## src/hlfp_pkg.sv

```systemverilog
// Shared types, constants and helpers of the hex-length frame parser.
package hlfp_pkg;

  localparam int MAX_BODY = 64;
  localparam int ADDR_W   = $clog2(MAX_BODY);
  localparam int LEN_W    = $clog2(MAX_BODY + 1);

  localparam logic [7:0] CHAR_CR   = 8'h0D;
  localparam logic [7:0] CHAR_0    = 8'h30;
  localparam logic [7:0] CHAR_9    = 8'h39;
  localparam logic [7:0] CHAR_A    = 8'h41;
  localparam logic [7:0] CHAR_F    = 8'h46;
  localparam logic [3:0] NIB_TEN   = 4'd10;

  localparam logic [1:0] CFG_START = 2'd0;
  localparam logic [1:0] CFG_SEP   = 2'd1;
  localparam logic [1:0] CFG_END   = 2'd2;

  localparam logic [7:0] RST_START = 8'd64;
  localparam logic [7:0] RST_SEP   = 8'd58;
  localparam logic [7:0] RST_END   = 8'd10;

  typedef enum logic [3:0] {
    PH_WAIT, PH_LEN_HI, PH_LEN_LO, PH_LEN_SEP, PH_BODY,
    PH_CHK_SEP, PH_CHK_HI, PH_CHK_LO, PH_END
  } phase_t;

  typedef enum logic [1:0] {
    ST_BUSY  = 2'd0,
    ST_READY = 2'd1,
    ST_ERROR = 2'd2
  } status_t;

  typedef enum logic [1:0] {
    MD_PARSE, MD_READ, MD_SEND
  } mode_t;

  typedef struct packed {
    logic              emit;
    status_t           status;
    logic              drain;
    logic [LEN_W-1:0]  len;
  } parse_res_t;

  typedef struct packed {
    logic              we;
    logic [ADDR_W-1:0] addr;
    logic [7:0]        data;
  } ram_wr_t;

  typedef struct packed {
    logic              re;
    logic [ADDR_W-1:0] addr;
  } ram_rd_t;

  typedef struct packed {
    logic [1:0] status;
    logic [7:0] body_byte;
    logic [5:0] body_pos;
    logic [6:0] body_length;
    logic       last;
  } result_t;

  // bit 4 flags a valid uppercase hex digit, bits 3:0 carry its value
  function automatic logic [4:0] hex_nibble(input logic [7:0] c);
    logic [4:0] r;
    r = 5'd0;
    if (c >= CHAR_0 && c <= CHAR_9) begin
      r = {1'b1, 4'(c - CHAR_0)};
    end else if (c >= CHAR_A && c <= CHAR_F) begin
      r = {1'b1, 4'(c - CHAR_A) + NIB_TEN};
    end
    return r;
  endfunction

endpackage

```

## src/hlfp_if.sv

```systemverilog
// Valid/ready channel interfaces for received bytes and parser results.
interface hlfp_in_if;
  logic       valid;
  logic       ready;
  logic [7:0] rx_byte;
  modport source (output valid, output rx_byte, input ready);
  modport sink (input valid, input rx_byte, output ready);
endinterface

interface hlfp_out_if;
  logic       valid;
  logic       ready;
  logic [1:0] status;
  logic [7:0] body_byte;
  logic [5:0] body_pos;
  logic [6:0] body_length;
  logic       last;
  modport source (output valid, output status, output body_byte, output body_pos,
                  output body_length, output last, input ready);
  modport sink (input valid, input status, input body_byte, input body_pos,
                input body_length, input last, output ready);
endinterface

```

## src/hex_length_frame_parser_core.sv

```systemverilog
// Top level of the hex-length frame parser.
//
//   channel  dir  transaction
//   in_ch    in   one received byte (rx_byte)
//   out_ch   out  status, body_byte, body_pos, body_length, last
//   cfg_*    in   register write: index, 8-bit data
//
// Parsing takes one byte per cycle unless a readout runs or the output stalls;
// every byte but a valid end byte gives one result. A valid end byte starts the readout:
// each body byte takes the body RAM's registered read, then the output register load.
// A stalled output holds the output register and drops in_ch.ready.
// Reset is synchronous; the body RAM is not cleared.
module hex_length_frame_parser_core
  import hlfp_pkg::*;
(
  input  logic        clk,
  input  logic        rst_n,
  hlfp_in_if.sink     in_ch,
  hlfp_out_if.source  out_ch,
  input  logic        cfg_we,
  input  logic [1:0]  cfg_idx,
  input  logic [7:0]  cfg_wdata
);

  logic [7:0] start_char_r;
  logic [7:0] sep_char_r;
  logic [7:0] end_char_r;

  logic       acc;
  logic       in_ready;
  parse_res_t res;
  ram_wr_t    wr;
  ram_rd_t    rd;
  logic [7:0] rd_data;
  result_t    out_res;

  always_ff @(posedge clk) begin
    if (!rst_n) begin
      start_char_r <= RST_START;
      sep_char_r   <= RST_SEP;
      end_char_r   <= RST_END;
    end else if (cfg_we) begin
      unique case (cfg_idx)
        CFG_START: start_char_r <= cfg_wdata;
        CFG_SEP:   sep_char_r   <= cfg_wdata;
        CFG_END:   end_char_r   <= cfg_wdata;
        default: begin
        end
      endcase
    end
  end

  assign in_ch.ready = in_ready;
  assign acc         = in_ch.valid && in_ready;

  hlfp_parser u_parser (
    .clk        (clk),
    .rst_n      (rst_n),
    .acc        (acc),
    .rx_byte    (in_ch.rx_byte),
    .start_char (start_char_r),
    .sep_char   (sep_char_r),
    .end_char   (end_char_r),
    .res        (res),
    .wr         (wr)
  );

  hlfp_ram #(
    .DEPTH (MAX_BODY),
    .WIDTH (8)
  ) u_ram (
    .clk   (clk),
    .we    (wr.we),
    .waddr (wr.addr),
    .wdata (wr.data),
    .re    (rd.re),
    .raddr (rd.addr),
    .rdata (rd_data)
  );

  hlfp_seq u_seq (
    .clk       (clk),
    .rst_n     (rst_n),
    .res       (res),
    .out_ready (out_ch.ready),
    .rd_data   (rd_data),
    .rd        (rd),
    .out_valid (out_ch.valid),
    .out_res   (out_res),
    .in_ready  (in_ready)
  );

  assign out_ch.status      = out_res.status;
  assign out_ch.body_byte   = out_res.body_byte;
  assign out_ch.body_pos    = out_res.body_pos;
  assign out_ch.body_length = out_res.body_length;
  assign out_ch.last        = out_res.last;

endmodule

```

## src/hlfp_ram.sv

```systemverilog
// Simple dual-port RAM with registered read data.
module hlfp_ram #(
  parameter int DEPTH = 64,
  parameter int WIDTH = 8
) (
  input  logic                     clk,
  input  logic                     we,
  input  logic [$clog2(DEPTH)-1:0] waddr,
  input  logic [WIDTH-1:0]         wdata,
  input  logic                     re,
  input  logic [$clog2(DEPTH)-1:0] raddr,
  output logic [WIDTH-1:0]         rdata
);

  logic [WIDTH-1:0] mem [DEPTH];
  logic [WIDTH-1:0] rdata_r;

  always_ff @(posedge clk) begin
    if (we) begin
      mem[waddr] <= wdata;
    end
  end

  always_ff @(posedge clk) begin
    if (re) begin
      rdata_r <= mem[raddr];
    end
  end

  assign rdata = rdata_r;

endmodule

```

## src/hlfp_parser.sv

```systemverilog
// Frame parser: phase machine, length, checksum and body write.
module hlfp_parser
  import hlfp_pkg::*;
(
  input  logic       clk,
  input  logic       rst_n,
  input  logic       acc,
  input  logic [7:0] rx_byte,
  input  logic [7:0] start_char,
  input  logic [7:0] sep_char,
  input  logic [7:0] end_char,
  output parse_res_t res,
  output ram_wr_t    wr
);

  phase_t           phase_r, phase_nxt;
  logic [LEN_W-1:0] decl_r, decl_nxt;
  logic [3:0]       lhn_r, lhn_nxt;
  logic [LEN_W-1:0] count_r, count_nxt;
  logic [7:0]       xor_r, xor_nxt;
  logic [3:0]       chn_r, chn_nxt;

  logic [4:0]       nib;
  logic [7:0]       len_full;
  logic [LEN_W-1:0] count_inc;
  logic             fail;
  logic             clr;
  logic             drain;

  always_ff @(posedge clk) begin
    if (!rst_n) begin
      phase_r <= PH_WAIT;
      decl_r  <= '0;
      lhn_r   <= '0;
      count_r <= '0;
      xor_r   <= '0;
      chn_r   <= '0;
    end else begin
      phase_r <= phase_nxt;
      decl_r  <= decl_nxt;
      lhn_r   <= lhn_nxt;
      count_r <= count_nxt;
      xor_r   <= xor_nxt;
      chn_r   <= chn_nxt;
    end
  end

  assign nib       = hex_nibble(rx_byte);
  assign len_full  = {lhn_r, nib[3:0]};
  assign count_inc = count_r + LEN_W'(1);

  always_comb begin
    phase_nxt = phase_r;
    decl_nxt  = decl_r;
    lhn_nxt   = lhn_r;
    count_nxt = count_r;
    xor_nxt   = xor_r;
    chn_nxt   = chn_r;
    fail      = 1'b0;
    clr       = 1'b0;
    drain     = 1'b0;
    wr.we     = 1'b0;
    wr.addr   = count_r[ADDR_W-1:0];
    wr.data   = rx_byte;
    if (acc && rx_byte != CHAR_CR) begin
      unique case (phase_r)
        PH_WAIT: begin
          if (rx_byte == start_char) begin
            clr = 1'b1;
          end
        end
        PH_LEN_HI: begin
          if (!nib[4]) begin
            fail = 1'b1;
          end else begin
            lhn_nxt   = nib[3:0];
            xor_nxt   = xor_r ^ rx_byte;
            phase_nxt = PH_LEN_LO;
          end
        end
        PH_LEN_LO: begin
          if (!nib[4] || len_full == 8'd0 || len_full > 8'(MAX_BODY)) begin
            fail = 1'b1;
          end else begin
            decl_nxt  = LEN_W'(len_full);
            xor_nxt   = xor_r ^ rx_byte;
            phase_nxt = PH_LEN_SEP;
          end
        end
        PH_LEN_SEP: begin
          if (rx_byte != sep_char) begin
            fail = 1'b1;
          end else begin
            xor_nxt   = xor_r ^ rx_byte;
            count_nxt = '0;
            phase_nxt = PH_BODY;
          end
        end
        PH_BODY: begin
          wr.we     = (count_r < LEN_W'(MAX_BODY));
          xor_nxt   = xor_r ^ rx_byte;
          count_nxt = count_inc;
          if (count_inc >= decl_r) begin
            phase_nxt = PH_CHK_SEP;
          end
        end
        PH_CHK_SEP: begin
          if (rx_byte != sep_char) begin
            fail = 1'b1;
          end else begin
            phase_nxt = PH_CHK_HI;
          end
        end
        PH_CHK_HI: begin
          if (!nib[4]) begin
            fail = 1'b1;
          end else begin
            chn_nxt   = nib[3:0];
            phase_nxt = PH_CHK_LO;
          end
        end
        PH_CHK_LO: begin
          if (!nib[4]) begin
            fail = 1'b1;
          end else begin
            xor_nxt   = xor_r ^ {chn_r, nib[3:0]};
            phase_nxt = PH_END;
          end
        end
        PH_END: begin
          if (rx_byte != end_char || xor_r != 8'd0 || decl_r == '0 ||
              decl_r > LEN_W'(MAX_BODY)) begin
            fail = 1'b1;
          end else begin
            drain = 1'b1;
          end
        end
        default: begin
          fail = 1'b1;
        end
      endcase
      if (fail || clr || drain) begin
        phase_nxt = PH_WAIT;
        decl_nxt  = '0;
        lhn_nxt   = '0;
        count_nxt = '0;
        xor_nxt   = '0;
        chn_nxt   = '0;
      end
      if (clr || (fail && rx_byte == start_char)) begin
        phase_nxt = PH_LEN_HI;
      end
    end
  end

  assign res.emit   = acc && !drain;
  assign res.status = fail ? ST_ERROR : ST_BUSY;
  assign res.drain  = drain;
  assign res.len    = decl_r;

endmodule

```

## src/hlfp_seq.sv

```systemverilog
// Output register and body readout sequencer.
module hlfp_seq
  import hlfp_pkg::*;
(
  input  logic       clk,
  input  logic       rst_n,
  input  parse_res_t res,
  input  logic       out_ready,
  input  logic [7:0] rd_data,
  output ram_rd_t    rd,
  output logic       out_valid,
  output result_t    out_res,
  output logic       in_ready
);

  mode_t             mode_r, mode_nxt;
  logic [ADDR_W-1:0] k_r, k_nxt;
  logic [LEN_W-1:0]  len_r, len_nxt;
  logic              valid_r, valid_nxt;
  result_t           res_r, res_nxt;
  logic              free;
  logic              is_last;

  assign free    = !valid_r || out_ready;
  assign is_last = (LEN_W'(k_r) + LEN_W'(1)) == len_r;

  always_ff @(posedge clk) begin
    if (!rst_n) begin
      mode_r  <= MD_PARSE;
      valid_r <= 1'b0;
    end else begin
      mode_r  <= mode_nxt;
      valid_r <= valid_nxt;
    end
  end

  always_ff @(posedge clk) begin
    k_r   <= k_nxt;
    len_r <= len_nxt;
    res_r <= res_nxt;
  end

  always_comb begin
    mode_nxt  = mode_r;
    k_nxt     = k_r;
    len_nxt   = len_r;
    res_nxt   = res_r;
    valid_nxt = valid_r && !out_ready;
    rd.re     = 1'b0;
    rd.addr   = k_r;
    unique case (mode_r)
      MD_PARSE: begin
        if (res.emit) begin
          valid_nxt           = 1'b1;
          res_nxt.status      = res.status;
          res_nxt.body_byte   = '0;
          res_nxt.body_pos    = '0;
          res_nxt.body_length = '0;
          res_nxt.last        = 1'b1;
        end
        if (res.drain) begin
          k_nxt    = '0;
          len_nxt  = res.len;
          mode_nxt = MD_READ;
        end
      end
      MD_READ: begin
        rd.re    = 1'b1;
        mode_nxt = MD_SEND;
      end
      MD_SEND: begin
        if (free) begin
          valid_nxt           = 1'b1;
          res_nxt.status      = ST_READY;
          res_nxt.body_byte   = rd_data;
          res_nxt.body_pos    = 6'(k_r);
          res_nxt.body_length = 7'(len_r);
          res_nxt.last        = is_last;
          if (is_last) begin
            mode_nxt = MD_PARSE;
          end else begin
            k_nxt    = k_r + ADDR_W'(1);
            mode_nxt = MD_READ;
          end
        end
      end
      default: begin
        mode_nxt = MD_PARSE;
      end
    endcase
  end

  assign out_valid = valid_r;
  assign out_res   = res_r;
  assign in_ready  = (mode_r == MD_PARSE) && free;

endmodule

```

## src/flat_wrapper.sv

```systemverilog
// flat-port wrapper written by rule: the top's interface ports become plain ports
module hex_length_frame_parser_core_flat import hlfp_pkg::*;
  (clk, rst_n, cfg_we, cfg_idx, cfg_wdata, in_ch_valid, in_ch_rx_byte, in_ch_ready, out_ch_valid, out_ch_status, out_ch_body_byte, out_ch_body_pos, out_ch_body_length, out_ch_last, out_ch_ready);
  hlfp_in_if in_ch_i ();
  hlfp_out_if out_ch_i ();
  input  logic clk;
  input  logic rst_n;
  input  logic cfg_we;
  input  logic [1:0] cfg_idx;
  input  logic [7:0] cfg_wdata;
  input wire logic [$bits(in_ch_i.valid)-1:0] in_ch_valid;
  input wire logic [$bits(in_ch_i.rx_byte)-1:0] in_ch_rx_byte;
  output wire logic [$bits(in_ch_i.ready)-1:0] in_ch_ready;
  output wire logic [$bits(out_ch_i.valid)-1:0] out_ch_valid;
  output wire logic [$bits(out_ch_i.status)-1:0] out_ch_status;
  output wire logic [$bits(out_ch_i.body_byte)-1:0] out_ch_body_byte;
  output wire logic [$bits(out_ch_i.body_pos)-1:0] out_ch_body_pos;
  output wire logic [$bits(out_ch_i.body_length)-1:0] out_ch_body_length;
  output wire logic [$bits(out_ch_i.last)-1:0] out_ch_last;
  input wire logic [$bits(out_ch_i.ready)-1:0] out_ch_ready;
  assign in_ch_i.valid = in_ch_valid;
  assign in_ch_i.rx_byte = in_ch_rx_byte;
  assign in_ch_ready = in_ch_i.ready;
  assign out_ch_valid = out_ch_i.valid;
  assign out_ch_status = out_ch_i.status;
  assign out_ch_body_byte = out_ch_i.body_byte;
  assign out_ch_body_pos = out_ch_i.body_pos;
  assign out_ch_body_length = out_ch_i.body_length;
  assign out_ch_last = out_ch_i.last;
  assign out_ch_i.ready = out_ch_ready;
  hex_length_frame_parser_core u_core (.clk(clk), .rst_n(rst_n), .in_ch(in_ch_i), .out_ch(out_ch_i), .cfg_we(cfg_we), .cfg_idx(cfg_idx), .cfg_wdata(cfg_wdata));
endmodule
```

## config.mk

```make
export PLATFORM = sky130hd
export DESIGN_NAME = hex_length_frame_parser_core_flat
export DESIGN_NICKNAME = d
export VERILOG_FILES = /design/src/hlfp_pkg.sv /design/src/hlfp_if.sv /design/src/hex_length_frame_parser_core.sv /design/src/hlfp_ram.sv /design/src/hlfp_parser.sv /design/src/hlfp_seq.sv /design/src/flat_wrapper.sv
export SDC_FILE = /design/constraint.sdc
export NUM_CORES = 1
export LEC_CHECK = 0
export ABC_CLOCK_PERIOD_IN_PS = 6400
export BUFFER_PORTS_ARGS = -buffer_cell sky130_fd_sc_hd__buf_2
export CAP_MARGIN = 15
export CELL_PAD_IN_SITES_DETAIL_PLACEMENT = 1
export CELL_PAD_IN_SITES_GLOBAL_PLACEMENT = 2
export CORE_ASPECT_RATIO = 1.1
export CORE_MARGIN = 2
export CORE_UTILIZATION = 52
export CTS_CLUSTER_DIAMETER = 150
export DETAILED_ROUTE_END_ITERATION = 8
export PLACE_DENSITY_LB_ADDON = 0.1
export SLEW_MARGIN = 15
export SYNTH_ARGS = -nofsm -noshare
export SYNTH_HDL_FRONTEND = slang
export SYNTH_SLANG_ARGS = --single-unit
```

## constraint.sdc

```tcl
create_clock -name clk -period 6.4 [get_ports clk]
set_input_delay 1.28 -clock clk [delete_from_list [all_inputs] [get_ports clk]]
set_output_delay 1.28 -clock clk [all_outputs]
set_load 0.005 [all_outputs]
```

# ---- Word level (Yosys, flattened, before mapping)
# Memory sizes are Yosys's and may differ from the RTL's. A register that Yosys moved wholly into a read port is not among the register bits.
# Index checks and enable logic that the tools add are counted.
dict set report word_totals {
  ramBits 512
  input_bits 23
  register_bits 98
  memories 1
}
dict set report classes {
  magnitude_cmp 8
  bitwise_logic 2
  muxes 63
  add_sub_neg 6
  eq_ne 33
  n_reduce_logical 51
}
# memory depth width read_ports rd_ports_with_merged_regs write_ports line
set mem_list {}
lappend mem_list {u_core.u_ram.mem 64 8 1 1 1 hlfp_ram.sv:15} ;# logic [WIDTH-1:0] mem [DEPTH];
# op count
set ops {}
lappend ops {{$mux 4} 14}
lappend ops {{$mux 24} 2}
lappend ops {{$pmux 24 s2} 1}
lappend ops {{$mux 8} 5}
lappend ops {{$pmux 8 s5} 1}
lappend ops {{$mux 7} 5}
lappend ops {{$ne 4x4->1 const B} 7}
lappend ops {{$pmux 4 s7} 1}
lappend ops {{$mux 1} 21}
lappend ops {{$mux 6} 3}
lappend ops {{$eq 4x3->1 const B} 4}
lappend ops {{$ne 8x8->1} 2}
lappend ops {{$xor 8x8->8} 2}
lappend ops {{$reduce_and 3->1} 5}
lappend ops {{$pmux 7 s2} 1}
lappend ops {{$ne 3x3->1 const B} 4}
lappend ops {{$pmux 6 s2} 1}
lappend ops {{$mux 5} 2}
lappend ops {{$reduce_and 2->1} 5}
lappend ops {{$reduce_bool 2->1} 5}
lappend ops {{$logic_or 1x1->1} 9}
lappend ops {{$reduce_and 9->1} 1}
lappend ops {{$reduce_bool 9->1} 1}
lappend ops {{$eq 4x2->1 const B} 2}
lappend ops {{other kinds (39)} 59}

# ---- Logic depth before layout (Yosys ltp)
# Gate-level depths: netlist (run 1).
dict set report depth {
  word_depth 14
  depth_mapped 11
  depth_no_buf 10
}

# ---- Cells and area by module
# Synthesis (run 1) repeated with hierarchy kept, for this count alone.
dict set report hier_totals {
  hier_cells 1499
  area_unflattened_um2 25709.7
}
# mod cells_each seq_area_each_um2 area_per_inst_um2 instances
set modules_own_cells {}
lappend modules_own_cells {hlfp_ram 940 15615.0 20246.9 1}
lappend modules_own_cells {hlfp_parser 347 680.7 2806.4 1}
lappend modules_own_cells {hlfp_seq 116 1171.1 1690.4 1}
lappend modules_own_cells {hex_length_frame_parser_core 96 480.5 965.9 1}

# ---- Worst setup path before layout (run 1)
# Ideal clock, no wire load.
dict set report synth_timing {
  path_type {in2reg}
  start {input in_ch_rx_byte[4]}
  end {register u_core.u_seq.res_r, in the netlist u_core.u_seq.out_res[0], enable pin}
  t_arrival_ns 3.925
  path_buffers 1
  setup_time_ns 0.361
  cell_stages 8
  required_time_ns 6.039
  slack_ns 2.114
  path_cell_list {buf_4 > xnor2_1 > nand4_1 > or4_4 > nor4b_1 > nor2b_1 > o21ba_2 > and2_1}
}
dict set report synth_between {
  elab_chain_len 12
}
# element line
set synth_rtl {}
lappend synth_rtl {{from (decl)} flat_wrapper.sv:12} ;# input wire logic [$bits(in_ch_i.rx_byte)-1:0] in_ch_rx_byte;
lappend synth_rtl {{$ne 8x8->1} hlfp_parser.sv:131} ;# if (rx_byte != end_char || xor_r != 8'd0 || decl_r == '0 ||
lappend synth_rtl {{$logic_or 1x1->1 (3 in series)} hlfp_parser.sv:131}
lappend synth_rtl {{$mux 1} hlfp_parser.sv:131}
lappend synth_rtl {{$mux 1} hlfp_parser.sv:66} ;# unique case (phase_r)
lappend synth_rtl {{$mux 1} hlfp_parser.sv:65} ;# if (acc && rx_byte != CHAR_CR) begin
lappend synth_rtl {{$mux 1 *} hlfp_parser.sv:65}
lappend synth_rtl {{$logic_not 1->1 *} hlfp_parser.sv:156} ;# assign res.emit = acc && !drain;
lappend synth_rtl {{$logic_and 1x1->1 *} hlfp_parser.sv:156}
lappend synth_rtl {{$ne 2x1->1 (no line) *} n/a}
lappend synth_rtl {{$reduce_and 3->1 (no line) *} n/a}
lappend synth_rtl {{to (signal assigned)} hlfp_seq.sv:40} ;# res_r <= res_nxt;
lappend synth_rtl {{to (decl)} hlfp_seq.sv:20} ;# result_t res_r, res_nxt;
# Every way passes the cells marked *; elsewhere a longest branch is shown, timed or not. The select of a mux whose other input is x is not followed.
# A chain may end at the register's enable or synchronous reset.

# ---- Worst setup path after layout (run 1)
dict set report layout_timing {
  start {input in_ch_rx_byte[1]}
  end {memory u_core.u_ram.mem[15][5], enable pin}
}
dict set report layout_between {
  elab_chain_len 5
}
# element line
set layout_rtl {}
lappend layout_rtl {{$ne 8x4->1} hlfp_parser.sv:65}
lappend layout_rtl {{$logic_and 1x1->1} hlfp_parser.sv:65}
lappend layout_rtl {{$mux 1} hlfp_parser.sv:65}
lappend layout_rtl {{$mux 1} hlfp_ram.sv:19} ;# if (we) begin
lappend layout_rtl {{$mux 1 (implied by the code)} hlfp_ram.sv:20} ;# mem[waddr] <= wdata;
lappend layout_rtl {{to (decl)} hlfp_ram.sv:15}
# No other way between the ends.

==> results of run 1 <==
[how the worst max path moves through the flow]
stage                          start                        to  slack (ns)  cells after the start
floorplan           in_ch_rx_byte[4]   u_core.u_seq.out_res[0]        2.11                      8
global placement    in_ch_rx_byte[1]   u_core.u_ram.mem[15][7]        1.48                      9
detailed placement  in_ch_rx_byte[7]  u_core.u_seq.out_res[16]        1.34                      9
CTS                 in_ch_rx_byte[7]  u_core.u_seq.out_res[16]        2.00                      9
global route        in_ch_rx_byte[7]  u_core.u_seq.out_res[16]        1.77                      9
finish              in_ch_rx_byte[1]   u_core.u_ram.mem[15][5]        2.04                      9
[logic make-up after synthesis]
logic type      share of synthesized area [%]
xor+xnor                                 1.49
mux                                      16.4
buf+inv                                  1.76
simple gates                             6.16
fa+ha+maj                               0.642
flops                                    70.8
compound gates                           2.75
[state kept, by name (all words and copies together) (netlist names)]
| name | cells |
|---|---|
| u_core.start_char_r | 8 |
| u_core.u_seq.len_r | 7 |
| u_core.end_char_r | 8 |
| u_core.u_ram.rdata | 8 |
| u_core.u_seq.mode_r | 2 |
| u_core.u_parser.decl_r | 7 |
| u_core.sep_char_r | 8 |
| u_core.u_parser.phase_r | 4 |
| u_core.u_seq.out_res | 24 |
| u_core.u_seq.out_valid | 1 |
| u_core.u_parser.chn_r | 4 |
| u_core.u_parser.lhn_r | 4 |
| u_core.u_parser.xor_r | 8 |
| u_core.u_ram.mem | 512 |
| u_core.u_parser.count_r | 7 |
| u_core.u_seq.k_r | 6 |
[cell usage after synthesis (2+ instances only)]
master | count | area [um^2]
sky130_fd_sc_hd__and2_1 | 23 | 144
sky130_fd_sc_hd__a32oi_1 | 5 | 43.8
sky130_fd_sc_hd__edfxtp_1 | 557 | 16700
sky130_fd_sc_hd__nor2b_1 | 8 | 50.1
sky130_fd_sc_hd__and3_1 | 3 | 18.8
sky130_fd_sc_hd__nand3_1 | 31 | 155
sky130_fd_sc_hd__buf_2 | 17 | 85.1
sky130_fd_sc_hd__o21a_1 | 2 | 15.0
sky130_fd_sc_hd__a211oi_1 | 2 | 15.0
sky130_fd_sc_hd__mux2i_1 | 37 | 370
sky130_fd_sc_hd__nor2_1 | 126 | 473
sky130_fd_sc_hd__a21o_1 | 3 | 22.5
sky130_fd_sc_hd__inv_1 | 12 | 45.0
sky130_fd_sc_hd__nor3_1 | 8 | 40.0
sky130_fd_sc_hd__nor3b_1 | 3 | 22.5
sky130_fd_sc_hd__buf_1 | 19 | 71.3
sky130_fd_sc_hd__a21oi_1 | 31 | 155
sky130_fd_sc_hd__a211oi_2 | 3 | 37.5
sky130_fd_sc_hd__nand2_1 | 37 | 139
sky130_fd_sc_hd__a31o_1 | 3 | 26.3
sky130_fd_sc_hd__nand3b_1 | 14 | 105
sky130_fd_sc_hd__nand2b_1 | 2 | 12.5
sky130_fd_sc_hd__a31oi_1 | 10 | 62.6
sky130_fd_sc_hd__or3_1 | 3 | 18.8
sky130_fd_sc_hd__nand4_1 | 15 | 93.8
sky130_fd_sc_hd__mux4_2 | 168 | 3780
sky130_fd_sc_hd__nor4_2 | 4 | 50.1
sky130_fd_sc_hd__o21ai_0 | 7 | 35.0
sky130_fd_sc_hd__or3b_2 | 2 | 17.5
sky130_fd_sc_hd__a31o_2 | 2 | 17.5
sky130_fd_sc_hd__nand4b_1 | 2 | 17.5
sky130_fd_sc_hd__xnor2_1 | 25 | 219
sky130_fd_sc_hd__ha_1 | 13 | 163
sky130_fd_sc_hd__dfxtp_1 | 61 | 1220
sky130_fd_sc_hd__or2_2 | 2 | 12.5
sky130_fd_sc_hd__xor2_1 | 18 | 158
sky130_fd_sc_hd__nor4_1 | 6 | 37.5
sky130_fd_sc_hd__buf_6 | 2 | 22.5
sky130_fd_sc_hd__clkbuf_1 | 35 | 131
sky130_fd_sc_hd__a32o_1 | 6 | 60.1
sky130_fd_sc_hd__a211o_1 | 2 | 17.5
sky130_fd_sc_hd__clkbuf_8 | 6 | 82.6
[layout make-up]
| cell class | count | area (um^2) | area share (%) |
|---|---|---|---|
| clock buffer | 75 | 1600 | 5.68 |
| sequential | 618 | 17900 | 63.7 |
| inverter | 12 | 45.0 | 0.160 |
| timing repair buffer | 68 | 428 | 1.52 |
| clock inverter | 36 | 368 | 1.31 |
| tap | 645 | 807 | 2.86 |
| multi-input combinational | 656 | 6970 | 24.7 |
| antenna | 1 | 2.50 | 0.00888 |
[report_power, final]
| part | switching, mW | total [mW] | internal (mW) |
|---|---|---|---|
| combinational | 0.129 | 0.172 | 0.0433 |
| sequential | 0.00587 | 4.41 | 4.40 |
| clock | 1.50 | 3.55 | 2.05 |
| total | 1.64 | 8.13 | 6.49 |
[layer usage]
metal / GRT usage [%] / vias to the layer above / wire, um
met5: 0 / - / 10
met4: 7.55 / 2 / 1810
li1: - / 5596 / -
met2: 42.2 / 399 / 31400
met1: 34.0 / 6941 / 25200
met3: 4.96 / 97 / 3760
[worst max-delay path, cell delays in order]
cell	delay [ns]
sky130_fd_sc_hd__buf_2	0.21
sky130_fd_sc_hd__inv_1	0.12
sky130_fd_sc_hd__ha_1	0.26
sky130_fd_sc_hd__nand4_1	0.19
sky130_fd_sc_hd__nand3_1	0.10
sky130_fd_sc_hd__buf_4	0.24
sky130_fd_sc_hd__nor2_1	0.41
sky130_fd_sc_hd__nand4_1	0.82
sky130_fd_sc_hd__nor2_1	0.96
[layout by cell type, fill, tap and decap left out, types with 17 or more instances in the layout]
cell,instances
sky130_fd_sc_hd__a21oi_1,31
sky130_fd_sc_hd__edfxtp_1,557
sky130_fd_sc_hd__dfxtp_1,61
sky130_fd_sc_hd__nor2_1,126
sky130_fd_sc_hd__nand2_1,37
sky130_fd_sc_hd__clkbuf_16,62
sky130_fd_sc_hd__xor2_1,18
sky130_fd_sc_hd__buf_4,17
sky130_fd_sc_hd__nand3_1,31
sky130_fd_sc_hd__xnor2_1,25
sky130_fd_sc_hd__and2_1,23
sky130_fd_sc_hd__mux4_2,168
sky130_fd_sc_hd__buf_2,48
sky130_fd_sc_hd__mux2i_1,37
==> results.yml, run 1 <==
floorplan:
  start_util_pct: 52.9
  core_ar_mm2: 0.0479
  top_level_ports: 49
  die_h_um: 236
  site_row_count: 84
  floorplan.die_area_mm2: 0.0505
  die_w_um: 214
synthesis:
  async_flop_share_pct: 0
  mappedNetlistArea_mm2: 0.0253
  ys_seq_area_share_pct: 70.8
  number_of_enable_flip_flop_cells_after_synthesis: 557
  syn-num-nets: 1402
  synth-main-ff-cell: "sky130_fd_sc_hd__edfxtp_1"
  synth_cells: 1366
  synth.distinct_cells: 73
  postSynthAreaPerCell_um2: 18.6
  ys_warn_count: 0
  ys_seq_elements: 618
power_and_ir_drop:
  fin_total_pwr_mw: 8.13
  total_leakage_power_nw: 9.24
  ir_drop_v: 0.000230
  power_per_cell_area_mw_per_mm2: 289
grt:
  grt.total_usage_pct: 25.3
  maximum_number_of_pins_on_one_net_before_global_route_repair: 130
  first_pass_grt_wire_length_mm: 93.4
  grt_overflow_total: 0
  grt_antenna_before_repair: 3
  number_of_global_route_vias_before_repair: 13863
finish:
  finish.utilization_pct: 58.8
  fin_area_mm2: 0.0282
  fillerInstances: 4212
  layoutNonFillerInstCount: 2111
  area.growth.synth_to_final_pct: 11.2
  layout-drive-gt1-share_pct: 23.8
  finalNetCount: 1453
hold_path:
  hold_path.startpoint: "u_core.u_parser.xor_r[4]"
  hold_path.class: "reg2reg"
  destination_of_the_worst_hold_path: "u_core.u_parser.xor_r[4]"
  hold-path-cell-count: 2
route:
  wirelength_mm: 62.1
  route.detailed.vias_per_inst: 6.17
  firstDrtPassIters: 5
  routed_wire_length_per_instance_um: 29.4
  vias: 13035
  drc_errors: 0
  drtAntennaViolNets: 0
  initialDrtViolationCount: 1099
critical_path:
  worst-path-max-fanout: 23
  crit_path_end_kind: "flip-flop"
  critical_path_arrival_ns: 4.61
  worstSetupPathType: "in2reg"
  ff2ff_path_depth: 7
  worstPathRequired_ns: 6.65
  rr_startpoint: "u_core.u_seq.out_valid"
  timing.critical_path.from_type: "input pin"
  setup.reg_to_reg.worst_slack_ns: 2.55
  critical_path.reg2reg.endpoint: "u_core.u_ram.mem[15][5]"
placed_design:
  globalplace.congestion: 0.803
  post-dp-hpwl_mm: 39.4
  detailedPlace.worstSlack_ns: 1.34
  detailed_place.area_mm2: 0.0262
  place_inst: 1999
  portBuffers: 48
clock_network:
  clock_tree.root_cell: "sky130_fd_sc_hd__clkbuf_16"
  cts.clk_slew.worst_paths_ns: 0.06
  cts_buffers: 61
  insertion_delay_ns: 0.62
  cts_hold_buf: 0
  cts.repair_timing.setup_buffer_count: 0
  max-clock-path-buffers: 3
  htree_levels: 2
  cts-resized-gates: 0
  cts_tree: "built"
  clock_sink_count: 618
sta:
  fin_worst_skew_ns: 0.0114
  finalWorstSetupSlack_ns: 2.04
  totalNegativeSetupSlack_ns: 0
  timing_hold_violations_final: 0
  rsz_0062_raised_after_global_routing: "false"
  final_setup_violation_count: 0
  achievable-frequency_mhz: 229
  post-route-min-period_ns: 4.36
  max_slew.worst_pin.slew_ns: 1.09
  max_slew_vio_count: 0
  period_share_pct: 68.2
  slew-limit-headroom_pct: 27.2
  final.hold.worst_slack_ns: 0.497
outcome:
  outcome: "complete, no violations"
run:
  drv.max_cap_violation_count: 0
No activity file was read; power rests on OpenSTA's default activity.
==> run 2: changes to the inputs <==
Settings changed: ABC_CLOCK_PERIOD_IN_PS 6400 to 3500, CORE_UTILIZATION 52 to 44.
Clock period 6.4 ns to 3.5 ns, I/O delays scaled along.
==> run 2 against run 1 <==
Critical path depth down 4. Global-route usage down 3.6 points. Cell area grew 2.9%. Largest cell class unchanged. Cell count rose by 7.5%.
==> results.yml, run 2 (synthesis gave the netlist of run 1 again) <==
critical_path:
  critical_path_arrival_ns: 3.36
  rr_startpoint: "u_core.u_seq.k_r[0]"
  crit_path_end_kind: "flip-flop"
  worstSetupPathType: "reg2reg"
  timing.critical_path.from_type: "flip-flop"
  crit_path_start: "u_core.u_seq.k_r[0]"
  worst-path-max-fanout: 21
  worstPathRequired_ns: 3.85
power_and_ir_drop:
  cell_internal_pwr_mw: 12.3
  power_per_cell_area_mw_per_mm2: 532
  clockPowerShare_pct: 45.6
  power.share.combinational_pct: 2.1
  ir_drop_v: 0.000372
  sw_frac_of_total_pct: 20.1
  fin_total_pwr_mw: 15.4
  pwr-share-seq_pct: 52.3
  power.switching_mw: 3.09
  total_leakage_power_nw: 9.60
floorplan:
  die_h_um: 256
  top_level_ports: 49
  site_row_count: 92
  die_w_um: 233
  floorplan.die_area_mm2: 0.0595
  start_util_pct: 44.4
  core_ar_mm2: 0.0571
clock_network:
  cts-resized-gates: 0
  cts_tree: "built"
  clock_sink_count: 618
  cts.clk_slew.worst_paths_ns: 0.07
  clock_tree.root_cell: "sky130_fd_sc_hd__clkbuf_16"
  insertion_delay_ns: 0.63
  cts.repair_timing.setup_buffer_count: 0
  cts_buffers: 61
  cts_hold_buf: 0
  htree_levels: 2
  max-clock-path-buffers: 3
finish:
  layout.cells.most_common: "sky130_fd_sc_hd__edfxtp_1"
  finish.utilization_pct: 50.8
  fillerInstances: 5311
  layout.cells.most_common_list: "sky130_fd_sc_hd__edfxtp_1 (557), sky130_fd_sc_hd__mux4_2 (168), sky130_fd_sc_hd__nor2_1 (126)"
  finalNetCount: 1501
  largest_reg_by_ff_count: "u_core.u_ram.mem"
  largest_reg_flops: 512
  area.growth.synth_to_final_pct: 14.4
  fin_area_mm2: 0.0290
  layout-drive-gt1-share_pct: 27.1
grt:
  first_pass_grt_wire_length_mm: 93.9
  grt_overflow_total: 0
  grt.total_usage_pct: 21.6
  grt_antenna_before_repair: 4
  maximum_number_of_pins_on_one_net_before_global_route_repair: 66
  number_of_global_route_vias_before_repair: 13619
sta:
  achievable-frequency_mhz: 332
  rsz_0062_raised_after_global_routing: "false"
  max_slew.worst_pin.slew_ns: 0.896
  max_slew_vio_count: 0
  post-route-min-period_ns: 3.01
  period_share_pct: 86.0
  timing_hold_violations_final: 0
  totalNegativeSetupSlack_ns: 0
  fin_worst_skew_ns: 0.0190
  final_setup_violation_count: 0
  slew-limit-headroom_pct: 40.1
placed_design:
  globalplace.congestion: 0.767
  detailed_place.area_mm2: 0.0268
  portBuffers: 48
  post-dp-hpwl_mm: 41.8
route:
  drtAntennaViolNets: 0
  initialDrtViolationCount: 981
  route.detailed.vias_per_inst: 5.69
  firstDrtPassIters: 5
  wirelength_mm: 63.0
  drc_errors: 0
  vias: 12914
  routed_wire_length_per_instance_um: 27.8
hold_path:
  hold_path.startpoint: "cfg_wdata[1]"
  hold_path.class: "in2reg"
run:
  drv.max_cap_violation_count: 0
outcome:
  outcome: "complete, no violations"
==> run 2: cell types whose count changed in the layout (fill, tap and decap cells not counted), moves of 2 or more <==
cell / previous run / this run
sky130_fd_sc_hd__buf_4: 17 / 53
sky130_fd_sc_hd__bufinv_16: 7 / 13
sky130_fd_sc_hd__clkinv_1: 16 / 13
sky130_fd_sc_hd__buf_12: 3 / 15
sky130_fd_sc_hd__clkinv_4: 0 / 3
sky130_fd_sc_hd__inv_6: 2 / 0
sky130_fd_sc_hd__clkinvlp_4: 0 / 7
sky130_fd_sc_hd__clkbuf_1: 13 / 5
==> run 2: metal layers <==
layer,part of all wire (%),global-route usage (%),wire [um],vias to the layer above
met3,4.6,3.51,2920,88
met2,50,35.9,31800,283
met4,2.3,5.24,1450,0
li1,-,-,-,5701
met1,43,30.0,26800,6842
met5,0,0,0,-
==> run 2: power by group through the flow <==
stage          Clock [mW]  Combinational [mW]  Sequential (mW)
2_1_floorplan           0               0.127             8.22
3_3_place_gp            0               0.332             8.22
3_5_place_dp            0               0.340             8.22
4_1_cts              7.17               0.339             8.06
5_1_grt              7.42               0.360             8.06
6_report             7.03               0.331             8.06
==> run 2: worst max-delay path, cell delays in order, from the launching register on <==
cell and delay, ns:
sky130_fd_sc_hd__edfxtp_1 0.45, sky130_fd_sc_hd__buf_12 0.24, sky130_fd_sc_hd__buf_12 0.24, sky130_fd_sc_hd__mux4_2 0.57, sky130_fd_sc_hd__mux4_2 0.59, sky130_fd_sc_hd__mux4_2 0.58
==> run 2: final timing paths <==
kind,to,slack [ns],cells after the start
max reg2reg,u_core.u_ram.rdata[4],0.49,5
min reg2reg,u_core.u_parser.decl_r[2],0.49,2
min,u_core.sep_char_r[1],0.33,3
max,u_core.u_ram.rdata[4],0.49,5
==> run 2: final cells by class <==
| cell class | instances | area (um^2) | share of cell area, % |
|---|---|---|---|
| well taps | 752 | 941 | 3.25 |
| clock inverters | 47 | 584 | 2.02 |
| clock buffers | 67 | 1570 | 5.42 |
| repair buffers | 116 | 938 | 3.24 |
| inverters | 12 | 45.0 | 0.155 |
| flip-flops and latches | 618 | 17900 | 61.9 |
| multi-input cells | 656 | 6960 | 24.0 |
| diodes | 1 | 2.50 | 0.00863 |
==> run 2: metrics by stage <==
step | setup slack, ns | hold WS [ns] | std cells
after floorplan | 0.205 | 0.448 | 1366
after global routing | 0.286 | 0.308 | 2269
final | 0.490 | 0.335 | 2269
after global placement | 0.0343 | 0.476 | 2154
after detailed placement | 0.0286 | 0.474 | 2154
after CTS | 0.495 | 0.293 | 2268
==> run 3: changes to the inputs <==
Settings changed: CORE_UTILIZATION 44 to 40.
==> run 3 against run 2 <==
Via count down 0.12%. Largest cell class unchanged. Critical path depth up 5. Non-clock buffer count down 7. Maximum frequency down 12%. Routed wire length up 3.4%. Utilization down 4.5 points. Clock skew up 0.0081 ns. Cell count up 3.6%. Hold slack better by 0.029 ns. Setup slack worse by 0.42 ns.
==> results.yml, run 3 (synthesis gave the netlist of run 1 again) <==
sta:
  fin_worst_skew_ns: 0.0271
  post-route-min-period_ns: 3.43
  max_slew.worst_pin.slew_ns: 1.29
  timing_hold_violations_final: 0
  achievable-frequency_mhz: 291
  rsz_0062_raised_after_global_routing: "false"
  max_slew_vio_count: 0
  slew-limit-headroom_pct: 13.5
  period_share_pct: 98.0
  final_setup_violation_count: 0
floorplan:
  core_ar_mm2: 0.0626
  site_row_count: 96
  die_h_um: 268
  die_w_um: 244
  start_util_pct: 40.5
  floorplan.die_area_mm2: 0.0654
  top_level_ports: 49
hold_path:
  hold-path-cell-count: 3
  hold_path.class: "in2reg"
clock_network:
  clock_tree.root_cell: "sky130_fd_sc_hd__clkbuf_16"
  max-clock-path-buffers: 3
  cts.repair_timing.setup_buffer_count: 0
  cts.clk_slew.worst_paths_ns: 0.06
  cts_hold_buf: 0
  clock_sink_count: 618
  insertion_delay_ns: 0.60
  cts_tree: "built"
  cts-resized-gates: 0
  htree_levels: 3
  cts_buffers: 67
grt:
  grt.total_usage_pct: 20.4
  first_pass_grt_wire_length_mm: 96.9
  maximum_number_of_pins_on_one_net_before_global_route_repair: 66
  grt_overflow_total: 0
  number_of_global_route_vias_before_repair: 13817
  grt_antenna_before_repair: 0
route:
  routed_wire_length_per_instance_um: 27.7
  initialDrtViolationCount: 945
  firstDrtPassIters: 5
  vias: 12899
  route.detailed.vias_per_inst: 5.49
  drc_errors: 0
  drtAntennaViolNets: 0
  wirelength_mm: 65.1
power_and_ir_drop:
  pwr-share-seq_pct: 52.8
  power_per_cell_area_mw_per_mm2: 528
  power.share.combinational_pct: 2.1
  clockPowerShare_pct: 45.1
  ir_drop_v: 0.000338
  cell_internal_pwr_mw: 12.1
  total_leakage_power_nw: 9.54
  power.switching_mw: 3.16
  sw_frac_of_total_pct: 20.7
finish:
  largest_reg_by_ff_count: "u_core.u_ram.mem"
  finalNetCount: 1500
  layout-drive-gt1-share_pct: 26.4
  fillerInstances: 5813
  area.growth.synth_to_final_pct: 14.2
  insertedDiodeCount: 0
  largest_reg_flops: 512
  finish.utilization_pct: 46.2
  layout.cells.most_common_list: "sky130_fd_sc_hd__edfxtp_1 (557), sky130_fd_sc_hd__mux4_2 (168), sky130_fd_sc_hd__nor2_1 (126)"
  layoutNonFillerInstCount: 2350
  layout.cells.most_common: "sky130_fd_sc_hd__edfxtp_1"
critical_path:
  crit_path_end_kind: "flip-flop"
  worstSetupPathType: "in2reg"
  crit_path_start: "in_ch_rx_byte[7]"
  crit_path_end: "u_core.u_seq.out_res[19]"
  critical_path.reg2reg.endpoint: "u_core.u_ram.rdata[0]"
  ff2ff_path_depth: 4
  timing.critical_path.from_type: "input pin"
  worstPathRequired_ns: 3.77
  rr_startpoint: "u_core.u_seq.k_r[1]"
  worst-path-max-fanout: 24
  setup.reg_to_reg.worst_slack_ns: 0.51
  critical_path_arrival_ns: 3.70
placed_design:
  globalplace.congestion: 0.756
  post-dp-hpwl_mm: 41.9
  place_inst: 2228
  portBuffers: 48
run:
  drv.max_cap_violation_count: 0
outcome:
  outcome: "complete, no violations"
-- run 3: stage by stage --
step | power, mW | hold slack, ns | TNS (ns) | setup slack, ns | instance area, um^2
after floorplan | 8.34 | 0.448 | 0 | 0.205 | 25300
after global placement | 8.55 | 0.475 | -16.30 | -0.385 | 26800
after detailed placement | 8.56 | 0.484 | -28.54 | -0.430 | 26800
after CTS | 15.5 | 0.326 | 0 | 0.215 | 28900
after global routing | 15.7 | 0.364 | 0 | 0.152 | 28900
final | 15.3 | 0.364 | 0 | 0.0691 | 28900
-- run 3: worst min path at each step --
| stage | end | startpoint | slack (ns) |
|---|---|---|---|
| floorplan | u_core.u_parser.chn_r[1] | u_core.u_parser.chn_r[1] | 0.45 |
| global placement | u_core.u_parser.xor_r[5] | u_core.u_parser.xor_r[5] | 0.47 |
| detailed placement | u_core.u_seq.len_r[2] | u_core.u_parser.decl_r[2] | 0.48 |
| CTS | u_core.sep_char_r[5] | cfg_wdata[5] | 0.33 |
| global route | u_core.end_char_r[1] | cfg_wdata[1] | 0.36 |
| finish | u_core.end_char_r[3] | cfg_wdata[3] | 0.36 |
-- run 3: power groups by stage --
stage | Clock (mW) | Sequential [mW] | Combinational [mW]
final | 6.88 | 8.06 | 0.326
after global routing | 7.33 | 8.06 | 0.357
after detailed placement | 0 | 8.22 | 0.335
after global placement | 0 | 8.22 | 0.328
after CTS | 7.06 | 8.06 | 0.337
after floorplan | 0 | 8.22 | 0.127
-- run 3: area by class of cell --
cell class | instances | area (um^2) | share of cell area, %
flip-flops and latches | 618 | 17900 | 62.0
clock buffers | 87 | 1810 | 6.27
repair buffers | 109 | 836 | 2.89
multi-input cells | 656 | 6960 | 24.0
well taps | 833 | 1040 | 3.60
clock inverters | 35 | 302 | 1.04
inverters | 12 | 45.0 | 0.156
-- run 3: critical path: stages --
cell and delay, ns:
sky130_fd_sc_hd__buf_2 0.18, sky130_fd_sc_hd__nor4_1 1.00, sky130_fd_sc_hd__nand4_1 0.42, sky130_fd_sc_hd__nand3_1 0.29, sky130_fd_sc_hd__buf_4 0.29, sky130_fd_sc_hd__nor4b_2 0.10
sky130_fd_sc_hd__nor2b_1 0.13, sky130_fd_sc_hd__o21ba_2 0.14, sky130_fd_sc_hd__and2_1 0.12, sky130_fd_sc_hd__buf_4 0.31
-- run 3: metal layers --
metal | up-vias | GRT usage [%] | routed length (um)
li1 | 5713 | - | -
met1 | 6837 | 28.1 | 28700
met2 | 271 | 33.9 | 32300
met3 | 78 | 2.96 | 2630
met4 | 0 | 6.44 | 1580
met5 | - | 0 | 0
